### config.mk
export PLATFORM = sky130hd
export DESIGN_NAME = bitmap_box_downsample_3x3
export DESIGN_NICKNAME = d
export VERILOG_FILES = /design/src/rtl/core/bbd_pkg.sv /design/src/rtl/core/bbd_cell.sv /design/src/rtl/core/bbd_out_buf.sv /design/src/rtl/core/bitmap_box_downsample_3x3.sv
export SDC_FILE = /design/constraint.sdc
export NUM_CORES = 2
export LEC_CHECK = 0
export BUFFER_PORTS_ARGS = -buffer_cell sky130_fd_sc_hd__buf_2
export CAP_MARGIN = 20
export CORE_MARGIN = 4
export CORE_UTILIZATION = 55
export CTS_CLUSTER_DIAMETER = 30
export DETAILED_ROUTE_END_ITERATION = 10
export HOLD_SLACK_MARGIN = 0.15
export PLACE_DENSITY = 0.68
export SLEW_MARGIN = 20
export SYNTH_ARGS = -nofsm -noshare
export SYNTH_HDL_FRONTEND = slang
export SYNTH_HIERARCHICAL = 1
export SYNTH_SLANG_ARGS = --single-unit
### constraint.sdc
create_clock -name clk -period 121.9 [get_ports clk]
set_input_delay 36.57 -clock clk [delete_from_list [all_inputs] [get_ports clk]]
set_output_delay 36.57 -clock clk [all_outputs]
set_load 0.01 [all_outputs]
### src/rtl/core/bbd_pkg.sv
`timescale 1ns / 1ps

package bbd_pkg;

  localparam int MAX_WIDTH_DEFAULT = 512;

  localparam int SW_W    = 10;
  localparam int SH_W    = 12;
  localparam int NBX_W   = 9;
  localparam int NBY_W   = 11;
  localparam int SUM_W   = 4;
  localparam int TRIPLE_W = 3;
  localparam int GREY_W  = 8;

  localparam int CFG_IDX_W  = 2;
  localparam int CFG_DATA_W = 12;

  localparam logic [CFG_IDX_W-1:0] REG_SOURCE_WIDTH  = 2'd0;
  localparam logic [CFG_IDX_W-1:0] REG_SOURCE_HEIGHT = 2'd1;

  localparam logic [SW_W-1:0]  SOURCE_WIDTH_RESET  = 10'd24;
  localparam logic [SH_W-1:0]  SOURCE_HEIGHT_RESET = 12'd24;
  localparam logic [NBX_W-1:0] BLOCKS_X_RESET      = 9'd8;
  localparam logic [NBY_W-1:0] BLOCKS_Y_RESET      = 11'd8;

  // floor(x / 3) as (x * RECIP) >> SHIFT, exact over the register ranges.
  localparam logic [10:0] RECIP3_X = 11'd1366;
  localparam int          SHIFT_X  = 12;
  localparam logic [12:0] RECIP3_Y = 13'd5462;
  localparam int          SHIFT_Y  = 14;

  localparam logic [4:0] FULL_BLOCK = 5'd9;

  typedef struct packed {
    logic [GREY_W-1:0] grey_level;
    logic              row_end;
    logic              frame_end;
  } result_t;

  typedef struct packed {
    logic             shift;
    logic [NBX_W-1:0] nbx;
  } cell_ctrl_t;

  function automatic logic [GREY_W-1:0] grey_of(input logic [SUM_W-1:0] sum);
    logic [GREY_W-1:0] g;
    begin
      case (sum)
        4'd0:    g = 8'd255;
        4'd1:    g = 8'd227;
        4'd2:    g = 8'd199;
        4'd3:    g = 8'd170;
        4'd4:    g = 8'd142;
        4'd5:    g = 8'd114;
        4'd6:    g = 8'd85;
        4'd7:    g = 8'd57;
        4'd8:    g = 8'd29;
        default: g = 8'd0;
      endcase
      return g;
    end
  endfunction

endpackage

### src/rtl/core/bbd_cell.sv
`timescale 1ns / 1ps

module bbd_cell
  import bbd_pkg::*;
#(
  parameter int INDEX = 0
) (
  input  logic             clk,
  input  cell_ctrl_t       ctrl,
  input  logic [SUM_W-1:0] neighbor,
  input  logic [SUM_W-1:0] fresh,
  output logic [SUM_W-1:0] value
);

  logic tail;

  assign tail = (int'(ctrl.nbx) == INDEX + 1);

  always_ff @(posedge clk) begin
    if (ctrl.shift) begin
      value <= tail ? fresh : neighbor;
    end
  end

endmodule

### src/rtl/core/bbd_out_buf.sv
`timescale 1ns / 1ps

module bbd_out_buf
  import bbd_pkg::*;
(
  input  logic    clk,
  input  logic    rst,
  input  logic    push,
  input  result_t push_data,
  output logic    full,
  output logic    out_valid,
  output result_t out_data,
  input  logic    out_stall
);

  logic    skid_valid;
  result_t skid_data;
  logic    pop;

  assign pop  = out_valid && !out_stall;
  assign full = skid_valid;

  always_ff @(posedge clk) begin
    if (rst) begin
      out_valid  <= 1'b0;
      skid_valid <= 1'b0;
    end else begin
      if (!out_valid) begin
        out_valid <= push;
      end else if (pop) begin
        if (skid_valid) begin
          skid_valid <= 1'b0;
        end else begin
          out_valid <= push;
        end
      end else if (push) begin
        skid_valid <= 1'b1;
      end
    end
  end

  always_ff @(posedge clk) begin
    if (!out_valid || (pop && !skid_valid)) begin
      out_data <= push_data;
    end else if (pop) begin
      out_data <= skid_data;
    end
    if (out_valid && !pop && push) begin
      skid_data <= push_data;
    end
  end

endmodule

### src/rtl/core/bitmap_box_downsample_3x3.sv
`timescale 1ns / 1ps

// Downsamples a one-bit glyph raster by 3 in each direction with a box filter.
// Pixels enter in raster order on the pixel channel, one word per pixel.
// Each whole 3x3 block yields one grey word, 255 for no ink and 0 for full,
// flagged at the last block of an output row and of the frame. Leftover
// columns and rows are consumed without a result.
// One pixel is taken every cycle while the pixel channel is not stalled. The
// pixel that completes a block, the bottom-right one, pushes its result to the output.
// Partial block sums of the current band move through a chain of cells that
// advances by one block at each block column, so the head cell always holds
// the sum for the block at hand.
// When the receiver stalls, one result waits at the output and a second one
// is held in a skid stage; the pixel channel stalls only while both are full.
// Reset clears the counters and the output, and sets the raster to 24 by 24.
// Sizes are written on the configuration port while the block is idle and
// should change only at a band boundary.

module bitmap_box_downsample_3x3
  import bbd_pkg::*;
#(
  parameter int MAX_WIDTH = MAX_WIDTH_DEFAULT
) (
  input  logic                  clk,
  input  logic                  rst,
  input  logic                  cfg_write,
  input  logic [CFG_IDX_W-1:0]  cfg_index,
  input  logic [CFG_DATA_W-1:0] cfg_data,
  input  logic                  pixel_valid,
  output logic                  pixel_stall,
  input  logic                  pixel_on,
  output logic                  grey_valid,
  input  logic                  grey_stall,
  output logic [GREY_W-1:0]     grey_level,
  output logic                  row_end,
  output logic                  frame_end
);

  localparam int STORE_DEPTH = MAX_WIDTH / 3;
  localparam int CW   = $clog2(MAX_WIDTH);
  localparam int CMPW = (CW >= SW_W) ? CW + 1 : SW_W + 1;
  localparam int BXN  = (MAX_WIDTH - 1) / 3 + 1;
  localparam int BXW  = (BXN > 1) ? $clog2(BXN) : 1;
  localparam int BCW  = ((BXW > NBX_W) ? BXW : NBX_W) + 1;

  logic [SW_W-1:0]  source_width;
  logic [SH_W-1:0]  source_height;
  logic [NBX_W-1:0] nbx;
  logic [NBY_W-1:0] nby;

  logic [CW-1:0]    col;
  logic [1:0]       cx;
  logic [BXW-1:0]   bx;
  logic [SH_W-1:0]  row;
  logic [1:0]       ry;
  logic [NBY_W-1:0] by;
  logic [1:0]       hp;

  logic [SW_W-1:0]  wr_width;
  logic [20:0]      wr_width_prod;
  logic [24:0]      wr_height_prod;

  logic             accept;
  logic             in_range;
  logic [TRIPLE_W-1:0] triple;
  logic [SUM_W-1:0] head;
  logic [4:0]       full_sum;
  logic [SUM_W-1:0] clamped;
  logic [SUM_W-1:0] fresh;
  logic             last_bx;
  logic             push;
  result_t          push_data;
  result_t          out_data;
  cell_ctrl_t       ctrl;

  logic [CMPW-1:0]  col_inc;
  logic [SH_W:0]    row_inc;

  logic [SUM_W-1:0] cell_q [STORE_DEPTH];

  assign wr_width = (CMPW'(cfg_data[SW_W-1:0]) > CMPW'(MAX_WIDTH)) ?
                    SW_W'(MAX_WIDTH) : cfg_data[SW_W-1:0];
  assign wr_width_prod  = 21'(wr_width) * 21'(RECIP3_X);
  assign wr_height_prod = 25'(cfg_data[SH_W-1:0]) * 25'(RECIP3_Y);

  always_ff @(posedge clk) begin
    if (rst) begin
      source_width  <= SOURCE_WIDTH_RESET;
      source_height <= SOURCE_HEIGHT_RESET;
      nbx           <= BLOCKS_X_RESET;
      nby           <= BLOCKS_Y_RESET;
    end else if (cfg_write) begin
      unique case (cfg_index)
        REG_SOURCE_WIDTH: begin
          source_width <= wr_width;
          nbx          <= wr_width_prod[SHIFT_X +: NBX_W];
        end
        REG_SOURCE_HEIGHT: begin
          source_height <= cfg_data[SH_W-1:0];
          nby           <= wr_height_prod[SHIFT_Y +: NBY_W];
        end
        default: begin
        end
      endcase
    end
  end

  assign accept   = pixel_valid && !pixel_stall;
  assign in_range = (BCW'(bx) < BCW'(nbx)) && (by < nby);
  assign triple   = TRIPLE_W'(hp) + TRIPLE_W'(pixel_on);
  assign head     = cell_q[0];
  assign full_sum = 5'(head) + 5'(triple);
  assign clamped  = (full_sum > FULL_BLOCK) ? SUM_W'(FULL_BLOCK) : full_sum[SUM_W-1:0];
  assign last_bx  = (BCW'(bx) + BCW'(1)) == BCW'(nbx);

  always_comb begin
    case (ry)
      2'd0:    fresh = SUM_W'(triple);
      2'd1:    fresh = full_sum[SUM_W-1:0];
      default: fresh = head;
    endcase
  end

  assign ctrl.shift = accept && in_range && (cx == 2'd2);
  assign ctrl.nbx   = nbx;

  assign push = ctrl.shift && (ry == 2'd2);
  assign push_data.grey_level = grey_of(clamped);
  assign push_data.row_end    = last_bx;
  assign push_data.frame_end  = last_bx && ((12'(by) + 12'(1)) == 12'(nby));

  genvar i;
  generate
    for (i = 0; i < STORE_DEPTH; i++) begin : g_cell
      if (i == STORE_DEPTH - 1) begin : g_last
        bbd_cell #(.INDEX(i)) u_cell (
          .clk      (clk),
          .ctrl     (ctrl),
          .neighbor (fresh),
          .fresh    (fresh),
          .value    (cell_q[i])
        );
      end else begin : g_mid
        bbd_cell #(.INDEX(i)) u_cell (
          .clk      (clk),
          .ctrl     (ctrl),
          .neighbor (cell_q[i+1]),
          .fresh    (fresh),
          .value    (cell_q[i])
        );
      end
    end
  endgenerate

  assign col_inc = CMPW'(col) + CMPW'(1);
  assign row_inc = (SH_W+1)'(row) + (SH_W+1)'(1);

  always_ff @(posedge clk) begin
    if (rst) begin
      col <= '0;
      cx  <= '0;
      bx  <= '0;
      row <= '0;
      ry  <= '0;
      by  <= '0;
      hp  <= '0;
    end else if (accept) begin
      if (in_range) begin
        if (cx == 2'd0) begin
          hp <= {1'b0, pixel_on};
        end else if (cx == 2'd1) begin
          hp <= triple[1:0];
        end else begin
          hp <= '0;
        end
      end
      if (col_inc >= CMPW'(source_width)) begin
        col <= '0;
        cx  <= '0;
        bx  <= '0;
        hp  <= '0;
        if (row_inc >= (SH_W+1)'(source_height)) begin
          row <= '0;
          ry  <= '0;
          by  <= '0;
        end else begin
          row <= row_inc[SH_W-1:0];
          if (ry == 2'd2) begin
            ry <= '0;
            by <= by + NBY_W'(1);
          end else begin
            ry <= ry + 2'd1;
          end
        end
      end else begin
        col <= col_inc[CW-1:0];
        if (cx == 2'd2) begin
          cx <= '0;
          bx <= bx + BXW'(1);
        end else begin
          cx <= cx + 2'd1;
        end
      end
    end
  end

  bbd_out_buf u_out_buf (
    .clk       (clk),
    .rst       (rst),
    .push      (push),
    .push_data (push_data),
    .full      (pixel_stall),
    .out_valid (grey_valid),
    .out_data  (out_data),
    .out_stall (grey_stall)
  );

  assign grey_level = out_data.grey_level;
  assign row_end    = out_data.row_end;
  assign frame_end  = out_data.frame_end;

endmodule
==> reports/metrics.csv <==
metric;value;unit
crit_fanout;182;
nets;3601;
synth.distinct_cells;90;
ys_seq_area_share;50.3;%
top_level_ports;32;
startpoint_type;input pin;
clkSlewWorstSetupHoldPaths;0.04;ns
finalCriticalPeriod;41.79;ns
report.final.slew_viol_count;0;
worst-path-buf-inv;7;
cellPowerDensity;17.0;nW/um^2
grt_pass1_wl;164;mm
hold_path.class;reg2reg;
holdCritStartpoint;nby[7]$_SDFFE_PP0P_;
crit_type;in2reg;
r2r-end;g_cell[48].g_mid.u_cell/value[1]$_DFFE_PP_;
area_delta_synth_final;17.4;%
insertion_delay;0.75;ns
route.detailed.drc;0;
dp.cells;4214;
ys_ff_latch;790;
drive_gt1_share;36.2;%
wl_per_cell;22.2;um
rsz0062_at_grt;no;
detail_route.vias_per_cell;6.14;
antenna_found_initial;0;
die_w;295;um
postCtsHoldBufs;0;
hold_path_depth;2;
drt-initial-drc-count;1697;
dp_slack;79.31;ns
maxCapViolCount;0;
placedInstanceArea;47100;um^2
synthCells;3126;
async_reset_ff_share;0;%
synth-edff-count;700;
fmax;0.0239;GHz
cts_resized;0;
final_util;65.0;%
hold_viol_final;0;
final_antenna_net_count;0;
setup_viol;0;
synth_fp_nets;3408;
dieArea;87200;um^2
path_cells;buf_2 > nand2b_1 > a211oi_1 > o21ai_0 > nor4_2 > buf_4 > buf_4 > buf_12 > buf_12 > buf_16 > buf_4;
clockRootBuffer;clkbuf_16;
cpMostUsedCell;buf_4;
yosysWarningCount;6;
cts_buffer_depth;3;
tightest_slew;1.19;ns
clock_sink_count;790;
cts_max_level;4;
max-vdd-ir-drop;17.1;uV
crit_slowest_cell;buf_4;
rr_worst_depth;13;
overflow;0;
fin_crit_sh;34.3;%
timing.final.ws_setup;80.12;ns
worstPathArrival;42.12;ns
start_util;55.4;%
place_congestion;0.867;
tritoncts;yes;
critical-path-top-delay-family;buffers and inverters;
min_to;nby[7]$_SDFFE_PP0P_;
synth_flop_cell;edfxtp_1;
io_buffers;31;
dp_hpwl;54.0;mm
wl;101;mm
critPathRequiredTime;122.23;ns
firstDrtPassIters;5;
clock_skew;0.0475;ns
fin_tns_setup;0;ns
post_cts_buffers;0;
grt_max_degree;202;
grt_pass1_vias;30100;
cts_made_buffers;172;
outcome;completed;
antennaDiodeCount;0;
syn-cell-area;45400;um^2
endpoint_kind;register;
rrSetupSlack;115.07;ns
instances_no_fill;4532;
synth_area_per_cell;14.5;um^2
placement_rows;105;
vias;27800;
grtUsageTotal;23.3;%
slew_headroom;20.7;%
design_area;53300;um^2
leakage;20.2;nW
r2r-start;nbx[0]$_SDFFE_PP0P_;
critPathMaxStageDelay;0.90;ns
core_area;82000;um^2
die_h;295;um
## worst max path at each step
stage | from | slack, ns | cells after the start | endpoint
floorplan | pixel_valid | 15.91 | 8 | u_out_buf/skid_data[0]$_DFFE_PP_
global route | cfg_data[9] | 79.72 | 24 | nbx[8]$_SDFFE_PP0P_
detailed placement | cfg_data[9] | 79.31 | 24 | nbx[8]$_SDFFE_PP0P_
global placement | cfg_data[9] | 79.39 | 24 | nbx[8]$_SDFFE_PP0P_
finish | pixel_valid | 80.12 | 11 | g_cell[48].g_mid.u_cell/value[1]$_DFFE_PP_
CTS | cfg_data[9] | 80.09 | 24 | nbx[8]$_SDFFE_PP0P_
## registers in the layout, summed over array words and instances, names as in the netlist
name / count
by: 11
u_out_buf/out_data: 10
cx: 2
source_width: 10
u_out_buf/skid_data: 10
u_out_buf/full: 1
u_out_buf/out_valid: 1
bx: 8
g_cell.g_last.u_cell/value: 4
source_height: 12
g_cell.g_mid.u_cell/value: 676
nby: 11
hp: 2
ry: 2
col: 9
row: 12
nbx: 9
## per-stage QoR
step | total power [mW] | hold WS (ns)
3_3_place_gp | 0.424 | 0.448
2_1_floorplan | 0.406 | 0.432
5_1_grt | 0.941 | 0.469
6_report | 0.904 | 0.457
4_1_cts | 0.913 | 0.459
3_5_place_dp | 0.427 | 0.452
## power by group
| part | internal, mW | leakage (nW) | total (mW) | switching [mW] |
|---|---|---|---|---|
| registers | 0.300 | 7.07 | 0.304 | 0.00452 |
| logic | 0.0453 | 10.2 | 0.118 | 0.0725 |
| clock network | 0.328 | 2.92 | 0.482 | 0.154 |
| total | 0.673 | 20.2 | 0.904 | 0.231 |
## cells by family after synthesis
| family | Yosys count | share of synthesized area (%) |
|---|---|---|
| and+or+nand+nor | 833 | 16.7 |
| DFF | 790 | 50.3 |
| buffers and inverters | 255 | 2.20 |
| adders and majority gates | 262 | 8.27 |
| AOI/OAI and AO/OA | 227 | 3.31 |
| xor gates and xnor gates | 62 | 1.20 |
| muxes | 697 | 18.0 |
## synth_stat cells, types with 21 or more instances
cell type | n | share of area (%)
a21oi_1 | 76 | 0.84
and4bb_1 | 37 | 1.0
buf_2 | 22 | 0.24
clkbuf_1 | 27 | 0.22
dfxtp_1 | 90 | 4.0
edfxtp_1 | 700 | 46
fa_1 | 63 | 2.8
ha_1 | 199 | 5.5
inv_1 | 200 | 1.7
mux2_1 | 60 | 1.5
mux2_2 | 538 | 13
mux2_4 | 93 | 3.1
nand2_1 | 118 | 0.98
nand3_1 | 32 | 0.35
nand3b_1 | 29 | 0.48
nand4_1 | 24 | 0.33
nand4_2 | 24 | 0.66
nand4b_1 | 35 | 0.68
nand4b_2 | 58 | 1.9
nor2_1 | 53 | 0.44
nor3_1 | 50 | 0.55
nor3b_1 | 80 | 1.3
nor4b_2 | 43 | 1.4
nor4b_4 | 21 | 1.1
o21ai_0 | 45 | 0.50
or4_1 | 32 | 0.53
xnor2_1 | 36 | 0.69
xor2_1 | 26 | 0.50
## worst min-delay path: stages, from the launching register on
cell,delay [ns]
dfxtp_1,0.30
nand2_1,0.05
a21oi_1,0.05
## per-layer routing
metal | vias up | global-route usage, % | part of all wire, % | wire length (um)
li1 | 12700 | - | - | -
met1 | 14200 | 29.9 | 43 | 42900
met2 | 709 | 40.7 | 51 | 51000
met3 | 163 | 4.12 | 4.8 | 4860
met4 | 0 | 6.96 | 1.8 | 1790
met5 | - | 0 | 0 | 0
## layout by cell type, fill, tap and decap left out, types with 30 or more instances in the layout
| cell | n |
|---|---|
| edfxtp_1 | 700 |
| mux2_2 | 538 |
| inv_1 | 200 |
| ha_1 | 199 |
| clkbuf_16 | 176 |
| nand2_1 | 118 |
| mux2_4 | 93 |
| dfxtp_1 | 81 |
| nor3b_1 | 79 |
| a21oi_1 | 75 |
| fa_1 | 63 |
| mux2_1 | 60 |
| nand4b_2 | 58 |
| nor2_1 | 53 |
| nor3_1 | 50 |
| nor4b_2 | 43 |
| o21ai_0 | 41 |
| and4bb_1 | 37 |
| xnor2_1 | 36 |
| nand4b_1 | 35 |
| buf_4 | 33 |
| nand3_1 | 32 |
| or4_1 | 32 |
| buf_2 | 31 |
| bufinv_16 | 30 |
## final cells by class
cell class	count	area [um^2]
Tap cell	1070	1340
Inverter	200	751
Clock buffer	191	4470
Fill cell	5831	28700
Timing Repair Buffer	74	584
Sequential cell	790	22900
Clock inverter	126	1630
Multi-Input combinational cell	2081	21600
No activity file was read; power rests on OpenSTA's default activity.
